[config.mk]
export PLATFORM = sky130hd
export DESIGN_NAME = i2c_transaction_bit_encoder_flat
export DESIGN_NICKNAME = d
export VERILOG_FILES = /design/src/hdl/i2cbe_pkg.sv /design/src/hdl/i2cbe_item_if.sv /design/src/hdl/i2cbe_code_if.sv /design/src/hdl/i2cbe_byte_shifter.sv /design/src/hdl/i2c_transaction_bit_encoder.sv /design/src/flat_wrapper.sv
export SDC_FILE = /design/constraint.sdc
export NUM_CORES = 1
export LEC_CHECK = 0
export ABC_AREA = 1
export BUFFER_PORTS_ARGS = -buffer_cell sky130_fd_sc_hd__buf_2
export CAP_MARGIN = 0
export CORE_MARGIN = 4
export CORE_UTILIZATION = 48
export DETAILED_ROUTE_END_ITERATION = 6
export PLACE_DENSITY = 0.67
export REMOVE_ABC_BUFFERS = 1
export SLEW_MARGIN = 20
export SYNTH_ARGS = -nofsm -noshare
export SYNTH_HDL_FRONTEND = slang
export SYNTH_SLANG_ARGS = --single-unit
[constraint.sdc]
create_clock -name i_clk -period 2.8 [get_ports i_clk]
set_input_delay 0.14 -clock i_clk [delete_from_list [all_inputs] [get_ports i_clk]]
set_output_delay 0.14 -clock i_clk [all_outputs]
set_load 0.1 [all_outputs]
[src/hdl/i2cbe_pkg.sv]
// shared types and constants of the i2c transaction bit encoder
package i2cbe_pkg;

    // bus bit codes
    localparam logic [1:0] CODE_ZERO  = 2'd0;
    localparam logic [1:0] CODE_ONE   = 2'd1;
    localparam logic [1:0] CODE_START = 2'd2;
    localparam logic [1:0] CODE_STOP  = 2'd3;

    // codes per byte: eight data bits plus the ack slot
    localparam int BYTE_CODES    = 9;
    // codes per (re)start: start code plus address byte
    localparam int ADDRESS_CODES = 10;
    // budget margins checked before a data byte and before a restart
    localparam int BYTE_MARGIN    = 10;
    localparam int RESTART_MARGIN = 11;

    localparam logic [7:0] READ_BYTE = 8'hFF;

    // sequencer states
    typedef enum logic [2:0] {
        S_IDLE,
        S_START,
        S_ADDR,
        S_DATA,
        S_STOP,
        S_ABORT
    } t_seq_state;

    // position within the command
    typedef enum logic [1:0] {
        POS_ADDR,
        POS_FIRST,
        POS_MORE
    } t_item_pos;

    // control of the shared byte shifter
    typedef struct packed {
        logic       load;
        logic       shift;
        logic [7:0] value;
    } t_shift_ctl;

    // status of the shared byte shifter
    typedef struct packed {
        logic code_bit;
        logic done;
    } t_shift_sts;

endpackage

[src/hdl/i2cbe_item_if.sv]
// request channel carrying byte items into the encoder
interface i2cbe_item_if;
    logic       valid;
    logic       ready;
    logic       action;
    logic [7:0] byte_value;
    logic       last_item;

    modport source (output valid, output action, output byte_value, output last_item,
                    input ready);
    modport sink (input valid, input action, input byte_value, input last_item,
                  output ready);
endinterface

[src/hdl/i2cbe_code_if.sv]
// request channel carrying bit codes out of the encoder
interface i2cbe_code_if;
    logic       valid;
    logic       ready;
    logic [1:0] bit_code;
    logic       speed_flag;
    logic       end_of_command;
    logic       aborted;

    modport source (output valid, output bit_code, output speed_flag,
                    output end_of_command, output aborted, input ready);
    modport sink (input valid, input bit_code, input speed_flag,
                  input end_of_command, input aborted, output ready);
endinterface

[src/hdl/i2cbe_byte_shifter.sv]
// shared msb-first byte shifter with ack slot counter
module i2cbe_byte_shifter (
    input  logic                  i_clk,
    input  i2cbe_pkg::t_shift_ctl i_ctl,
    output i2cbe_pkg::t_shift_sts o_sts
);
    import i2cbe_pkg::*;

    localparam logic [3:0] LAST_SLOT = 4'(BYTE_CODES - 1);

    logic [7:0] r_shreg;
    logic [7:0] n_shreg;
    logic [3:0] r_cnt;
    logic [3:0] n_cnt;

    // load a new byte or shift out one bit
    always_comb begin
        n_shreg = r_shreg;
        n_cnt   = r_cnt;
        if (i_ctl.load) begin
            n_shreg = i_ctl.value;
            n_cnt   = 4'd0;
        end else if (i_ctl.shift) begin
            n_shreg = {r_shreg[6:0], 1'b0};
            n_cnt   = r_cnt + 4'd1;
        end
    end

    always_ff @(posedge i_clk) begin
        r_shreg <= n_shreg;
        r_cnt   <= n_cnt;
    end

    // ack slot always drives a one
    assign o_sts.done     = (r_cnt == LAST_SLOT);
    assign o_sts.code_bit = o_sts.done ? 1'b1 : r_shreg[7];

endmodule

[src/hdl/i2c_transaction_bit_encoder.sv]
// top level of the i2c transaction bit encoder
//
//  channel   dir  handshake     payload
//  i_item    in   valid/ready   action, byte_value, last_item
//  o_code    out  valid/ready   bit_code, speed_flag, end_of_command, aborted
//  cfg       in   i_cfg_we      i_cfg_wdata (fast_clock)
//
// an item yields one code per cycle while o_code is not stalled: up to 20 codes
// for a first or restarting item (start, 9 address codes, 9 data codes, stop),
// 9 or 10 for a later one, 1 for an abort, 0 for a held or swallowed item.
// a restart whose data byte overruns the budget gives only its 10 start and
// address codes, and 11 with the abort when it is the last item.
// the byte shifter serves address and data bytes one bit a cycle while o_code is not stalled.
// i_item.ready is high only while the sequencer is idle.
// a stalled o_code holds the sequencer and its code in place.
// reset is synchronous and active low; it clears the sequencer and command state.
module i2c_transaction_bit_encoder #(
    parameter int MAX_PACKET_BITS = 128
) (
    input  logic         i_clk,
    input  logic         i_rst_n,
    input  logic         i_cfg_we,
    input  logic         i_cfg_wdata,
    i2cbe_item_if.sink   i_item,
    i2cbe_code_if.source o_code
);
    import i2cbe_pkg::*;

    localparam int CNT_W = $clog2(MAX_PACKET_BITS);
    localparam logic [CNT_W:0] LIM_BYTE    = (CNT_W + 1)'(MAX_PACKET_BITS - BYTE_MARGIN);
    localparam logic [CNT_W:0] LIM_RESTART = (CNT_W + 1)'(MAX_PACKET_BITS - RESTART_MARGIN);
    localparam logic [CNT_W:0] ADDR_COST   = (CNT_W + 1)'(ADDRESS_CODES);

    t_seq_state       r_state;
    t_seq_state       n_state;
    t_item_pos        r_pos;
    t_item_pos        n_pos;
    logic             r_fast;
    logic             r_reading;
    logic             n_reading;
    logic             r_err;
    logic             n_err;
    logic [CNT_W-1:0] r_bits;
    logic [CNT_W-1:0] n_bits;
    logic [7:0]       r_addr;
    logic [7:0]       n_addr;
    logic [7:0]       r_data;
    logic [7:0]       n_data;
    logic             r_last;
    logic             n_last;
    logic             r_drop;
    logic             n_drop;

    logic             w_in_acc;
    logic             w_out_acc;
    logic             w_need_rs;
    logic [CNT_W:0]   w_sum;
    logic             w_rs_fail;
    logic             w_byte_fail;
    logic             w_fail;
    logic [7:0]       w_item_byte;
    t_shift_ctl       w_shift_ctl;
    t_shift_sts       w_shift_sts;

    assign w_in_acc  = i_item.valid && i_item.ready;
    assign w_out_acc = o_code.valid && o_code.ready;

    // budget check for a later item: restart first, then the data byte after it
    assign w_need_rs   = (i_item.action != r_reading);
    assign w_sum       = {1'b0, r_bits} + (w_need_rs ? ADDR_COST : '0);
    assign w_rs_fail   = w_need_rs && ({1'b0, r_bits} > LIM_RESTART);
    assign w_byte_fail = (w_sum > LIM_BYTE);
    assign w_fail      = w_rs_fail || (!w_need_rs && w_byte_fail);
    assign w_item_byte = i_item.action ? READ_BYTE : i_item.byte_value;

    i2cbe_byte_shifter u_shifter (
        .i_clk (i_clk),
        .i_ctl (w_shift_ctl),
        .o_sts (w_shift_sts)
    );

    // fast clock register
    always_ff @(posedge i_clk) begin
        if (!i_rst_n) begin
            r_fast <= 1'b0;
        end else if (i_cfg_we) begin
            r_fast <= i_cfg_wdata;
        end
    end

    // sequencer and command state
    always_ff @(posedge i_clk) begin
        if (!i_rst_n) begin
            r_state   <= S_IDLE;
            r_pos     <= POS_ADDR;
            r_reading <= 1'b0;
            r_err     <= 1'b0;
            r_bits    <= '0;
        end else begin
            r_state   <= n_state;
            r_pos     <= n_pos;
            r_reading <= n_reading;
            r_err     <= n_err;
            r_bits    <= n_bits;
        end
    end

    // item payload held for the sequencer
    always_ff @(posedge i_clk) begin
        r_addr <= n_addr;
        r_data <= n_data;
        r_last <= n_last;
        r_drop <= n_drop;
    end

    // next state, shifter control and code outputs
    always_comb begin
        n_state     = r_state;
        n_pos       = r_pos;
        n_reading   = r_reading;
        n_err       = r_err;
        n_bits      = r_bits;
        n_addr      = r_addr;
        n_data      = r_data;
        n_last      = r_last;
        n_drop      = r_drop;
        w_shift_ctl = '{load: 1'b0, shift: 1'b0, value: w_item_byte};

        i_item.ready          = (r_state == S_IDLE);
        o_code.valid          = (r_state != S_IDLE);
        o_code.bit_code       = CODE_ZERO;
        o_code.speed_flag     = 1'b0;
        o_code.end_of_command = 1'b0;
        o_code.aborted        = 1'b0;

        case (r_state)
            S_IDLE: begin
                if (w_in_acc) begin
                    if (r_err) begin
                        if (i_item.last_item) begin
                            n_state = S_ABORT;
                        end
                    end else begin
                        case (r_pos)
                            POS_ADDR: begin
                                n_addr = i_item.byte_value;
                                if (i_item.action || i_item.last_item) begin
                                    n_err = 1'b1;
                                end else begin
                                    n_pos = POS_FIRST;
                                end
                                if (i_item.last_item) begin
                                    n_state = S_ABORT;
                                end
                            end
                            POS_FIRST: begin
                                n_reading = i_item.action;
                                n_pos     = POS_MORE;
                                n_data    = w_item_byte;
                                n_last    = i_item.last_item;
                                n_drop    = 1'b0;
                                n_state   = S_START;
                            end
                            default: begin
                                if (w_fail) begin
                                    n_err = 1'b1;
                                    if (i_item.last_item) begin
                                        n_state = S_ABORT;
                                    end
                                end else begin
                                    n_reading = i_item.action;
                                    n_data    = w_item_byte;
                                    n_last    = i_item.last_item;
                                    if (w_need_rs) begin
                                        // data byte dropped after the restart if over budget
                                        n_drop  = w_byte_fail;
                                        n_state = S_START;
                                    end else begin
                                        n_state          = S_DATA;
                                        w_shift_ctl.load = 1'b1;
                                    end
                                end
                            end
                        endcase
                    end
                end
            end
            S_START: begin
                o_code.bit_code   = CODE_START;
                o_code.speed_flag = r_fast && (r_bits == '0);
                w_shift_ctl.value = {r_addr[6:0], r_reading};
                if (w_out_acc) begin
                    n_bits           = r_bits + 1'b1;
                    w_shift_ctl.load = 1'b1;
                    n_state          = S_ADDR;
                end
            end
            S_ADDR: begin
                o_code.bit_code   = {1'b0, w_shift_sts.code_bit};
                w_shift_ctl.value = r_data;
                if (w_out_acc) begin
                    n_bits = r_bits + 1'b1;
                    if (w_shift_sts.done) begin
                        if (r_drop) begin
                            n_err   = 1'b1;
                            n_state = r_last ? S_ABORT : S_IDLE;
                        end else begin
                            w_shift_ctl.load = 1'b1;
                            n_state          = S_DATA;
                        end
                    end else begin
                        w_shift_ctl.shift = 1'b1;
                    end
                end
            end
            S_DATA: begin
                o_code.bit_code = {1'b0, w_shift_sts.code_bit};
                if (w_out_acc) begin
                    n_bits = r_bits + 1'b1;
                    if (w_shift_sts.done) begin
                        n_state = r_last ? S_STOP : S_IDLE;
                    end else begin
                        w_shift_ctl.shift = 1'b1;
                    end
                end
            end
            S_STOP, S_ABORT: begin
                o_code.bit_code       = (r_state == S_STOP) ? CODE_STOP : CODE_ZERO;
                o_code.end_of_command = 1'b1;
                o_code.aborted        = (r_state == S_ABORT);
                // end of command: back to expecting an address
                if (w_out_acc) begin
                    n_state   = S_IDLE;
                    n_pos     = POS_ADDR;
                    n_reading = 1'b0;
                    n_err     = 1'b0;
                    n_bits    = '0;
                end
            end
            default: begin
                n_state = S_IDLE;
            end
        endcase
    end

endmodule

[src/flat_wrapper.sv]
// flat-port wrapper written by rule: the top's interface ports become plain ports
module i2c_transaction_bit_encoder_flat import i2cbe_pkg::*;
#(
    parameter int MAX_PACKET_BITS = 128
)
  (i_clk, i_rst_n, i_cfg_we, i_cfg_wdata, i_item_valid, i_item_action, i_item_byte_value, i_item_last_item, i_item_ready, o_code_valid, o_code_bit_code, o_code_speed_flag, o_code_end_of_command, o_code_aborted, o_code_ready);
  i2cbe_item_if i_item_i ();
  i2cbe_code_if o_code_i ();
  input  logic i_clk;
  input  logic i_rst_n;
  input  logic i_cfg_we;
  input  logic i_cfg_wdata;
  input wire logic [$bits(i_item_i.valid)-1:0] i_item_valid;
  input wire logic [$bits(i_item_i.action)-1:0] i_item_action;
  input wire logic [$bits(i_item_i.byte_value)-1:0] i_item_byte_value;
  input wire logic [$bits(i_item_i.last_item)-1:0] i_item_last_item;
  output wire logic [$bits(i_item_i.ready)-1:0] i_item_ready;
  output wire logic [$bits(o_code_i.valid)-1:0] o_code_valid;
  output wire logic [$bits(o_code_i.bit_code)-1:0] o_code_bit_code;
  output wire logic [$bits(o_code_i.speed_flag)-1:0] o_code_speed_flag;
  output wire logic [$bits(o_code_i.end_of_command)-1:0] o_code_end_of_command;
  output wire logic [$bits(o_code_i.aborted)-1:0] o_code_aborted;
  input wire logic [$bits(o_code_i.ready)-1:0] o_code_ready;
  assign i_item_i.valid = i_item_valid;
  assign i_item_i.action = i_item_action;
  assign i_item_i.byte_value = i_item_byte_value;
  assign i_item_i.last_item = i_item_last_item;
  assign i_item_ready = i_item_i.ready;
  assign o_code_valid = o_code_i.valid;
  assign o_code_bit_code = o_code_i.bit_code;
  assign o_code_speed_flag = o_code_i.speed_flag;
  assign o_code_end_of_command = o_code_i.end_of_command;
  assign o_code_aborted = o_code_i.aborted;
  assign o_code_i.ready = o_code_ready;
  i2c_transaction_bit_encoder #(.MAX_PACKET_BITS(MAX_PACKET_BITS)) u_core (.i_clk(i_clk), .i_rst_n(i_rst_n), .i_cfg_we(i_cfg_we), .i_cfg_wdata(i_cfg_wdata), .i_item(i_item_i), .o_code(o_code_i));
endmodule
==> run summary <==
Psw: 0.00127 W
Most common cell after layout, fill and taps aside: nand2_1
Crit path capture type: flip-flop
Post-cts resize count: 0
Total track usage: 19.1%
Seq/Total Area, Yosys: 45.7%
Max IR drop VDD: 546 µV
CP Class: reg -> reg
Share of cells above drive strength 1: 18.7%
Post-Syn Area: 0.00248 mm²
Pwr dens: 944 mW/mm²
Slowest-stage cell, CP: dfxtp_1
Mapped Cells: 300
Hold-fix buffers, CTS: 0
Antenna cells: 0
Comb power frac: 47.1%
CTS Buffer Depth: 2
Root buffer cell: clkbuf_8
Die H: 79.8 µm
Dpl cell area: 0.00269 mm²
Cell Rows: 25
Mean Syn Cell Area: 8.25 µm²
Total CTS buffers: 5
Cell variety after synth: 38
First-pass GRT wire length: 9360 µm
# setup viols final: 0
Via count: 2103
Internal power: 0.00139 W
GRT Residual Overflow: 0
Outcome: completed
Synth warnings: 0
GP Congestion: 0.880
Vias per cell: 5.27
Synth-to-Final Area Change: 13.6%
Ports: 23
Hold/Removal Path Class: in -> reg
Final non-filler cell area: 0.00281 mm²
Initial drt markers: 168
DRC: 0
HPWL after DPL: 4190 µm
Crit-path cells: xnor2_2 > inv_1 > ha_1 > ha_1 > nand2_1 > nand2_1 > nand2_1 > nand3_1 > nor2_1 > nand3_1 > nand2_1 > nand3_1 > nand2_4 > buf_6 > nor2_1 > a41oi_1
Fmax: 389 MHz
Flops & latches, synth: 44
Setup slack after layout: 0.228 ns
Place WS: 0.225 ns
Largest net degree at the start of global routing: 19
Slowest stage delay, CP: 0.41 ns
Lkg Pwr: 1.15 nW
CP bufs+invs: 2
H-tree depth: 2
WL per Instance: 14.1 µm
Top cell type's share of synthesized area: 30.3%
Core area: 0.00485 mm²
Worst-path clk slew: 0.09 ns
Synth top area cells: edfxtp_1 30%, dfxtp_1 15%, nand2_1 10%
Fin. Hold Viols: 0
Clk_lat worst skew: 0.30 ns
Detailed-route wire length: 5640 µm
Worst setup SP type: flip-flop
RSZ-0062 raised after global routing: no
Period utilization: 91.8%
Slew Viols, Final: 0
Most common cell on crit path: nand2_1
Tmin final: 2.57 ns
Max-Cap Viols: 0
CTS tree: yes
Flop pwr share: 33.9%
TritonCTS sink count: 44
Antenna-violating nets left: 0
Sw Ratio: 47.6%
Antenna violations before repair: 0
CP arrival: 2.70 ns
Die Wd: 79.8 µm
Most frequent cells in the layout: 66 x nand2_1, 37 x inv_1, 35 x nor2_1, 25 x edfxtp_1, 22 x buf_2
Length of the first detailed-routing pass in iterations: 5
Crit path max fanout: 18
Clock share of power: 19.1%
Slew at the pin with the worst max-slew slack: 0.492 ns
Largest area contributor in the netlist: edfxtp_1
CP required: 2.93 ns
Vias in the first global route: 2002
Initial core utilization: 51.1%
Port Buf Inserts: 22
Clock Skew: 0.00554 ns
Max_slew headroom: 67.4%
Hold slack: 0.0164 ns
Final nets: 358
Die ar.: 0.00637 mm²
CP top delay family: simple AND/OR/NAND/NOR gates
Postcts setup bufs: 0
==> final cells by class <==
cell class	count	area (µm²)
Clock buffer	5	68.8
Clock inverter	3	46.3
Fill cell	452	2030
Inverter	43	161
Multi-Input combinational cell	210	1170
Sequential cell	44	1130
Tap cell	67	83.8
Timing Repair Buffer	27	151
==> cells by family after synthesis <==
group	after synthesis	synth area share (%)
xor+xnor	4	1.42
buf+inv	46	7.43
simple gates	143	25.4
compound gates	52	14.6
fa+ha+maj	11	5.56
flops	44	45.7
==> power groups by stage <==
| stage | Sequential [W] | Combinational (W) | Clock [W] |
|---|---|---|---|
| 2_1_floorplan | 0.000892 | 0.000954 | 0 |
| 3_3_place_gp | 0.000911 | 0.00123 | 0 |
| 3_5_place_dp | 0.000913 | 0.00123 | 0 |
| 4_1_cts | 0.000898 | 0.00124 | 0.000513 |
| 5_1_grt | 0.000915 | 0.00137 | 0.000547 |
| 6_report | 0.000900 | 0.00125 | 0.000506 |
==> cells in the mapped netlist <==
master and number:
a41oi_1 5, o21ai_2 2, a2111oi_1 1, o31ai_1 1, clkbuf_1 2, nor2_2 2, nand3_1 17, a31oi_1 4
xor2_1 1, ha_1 11, nand3b_1 1, a31oi_4 1, nand2_2 1, inv_1 37, xnor2_1 3, o221ai_1 1
or2_2 8, o21ai_0 10, nor2_4 1, a41oi_2 2, buf_8 1, a2bb2oi_1 1, o211ai_1 1, nor2_1 35
dfxtp_1 19, a211oi_1 4, nor3_1 5, a22oi_1 1, inv_2 6, nor3b_1 1, nand2_4 1, nor4_1 2
nand3_2 1, nand2_1 67, o21ai_1 1, edfxtp_1 25, a21oi_1 17, nand4_1 1
==> flip-flops by register name, summed over array words and instances (netlist names) <==
signal / count
u_core.r_addr: 7
u_core.r_bits: 7
u_core.r_data: 8
u_core.r_drop: 1
u_core.r_err: 1
u_core.r_fast: 1
u_core.r_last: 1
u_core.r_pos: 2
u_core.r_reading: 1
u_core.r_state: 3
u_core.u_shifter.r_cnt: 4
u_core.u_shifter.r_shreg: 8
==> through the flow <==
step | util (%) | TNS (ns) | cells | power, W
after detailed placement | 55.4 | 0 | 391 | 0.00214
after floorplan | - | -0.755 | 297 | 0.00185
final | 58.0 | 0 | 399 | 0.00266
after CTS | 57.8 | 0 | 399 | 0.00265
after global routing | 58.0 | 0 | 399 | 0.00283
after global placement | 55.4 | 0 | 391 | 0.00214
==> worst paths after layout <==
check        depth (start not counted)                     endpoint  slack, ns                 startpoint
max                                 16  u_core.u_shifter.r_shreg[3]       0.23           u_core.r_reading
max reg2reg                         16  u_core.u_shifter.r_shreg[3]       0.23           u_core.r_reading
min reg2reg                          2    u_core.u_shifter.r_cnt[1]       0.52  u_core.u_shifter.r_cnt[1]
min                                  1             u_core.r_addr[1]       0.02       i_item_byte_value[1]
==> worst reg2reg max path, cell delays in order (launching register included) <==
cell and delay (ns):
dfxtp_1 0.41, xnor2_2 0.14, inv_1 0.11, ha_1 0.21, ha_1 0.21, nand2_1 0.09, nand2_1 0.07, nand2_1 0.06
nand3_1 0.06, nor2_1 0.14, nand3_1 0.10, nand2_1 0.14, nand3_1 0.14, nand2_4 0.10, buf_6 0.17, nor2_1 0.08
a41oi_1 0.19
==> routing by layer <==
layer,up-vias,track usage (%),share of wire [%]
li1,1072,-,-
met1,945,27.1,48
met2,77,28.7,44
met3,9,4.29,6.3
met4,0,6.59,1.5
met5,-,0,0
(Power assumes the default switching activity.)
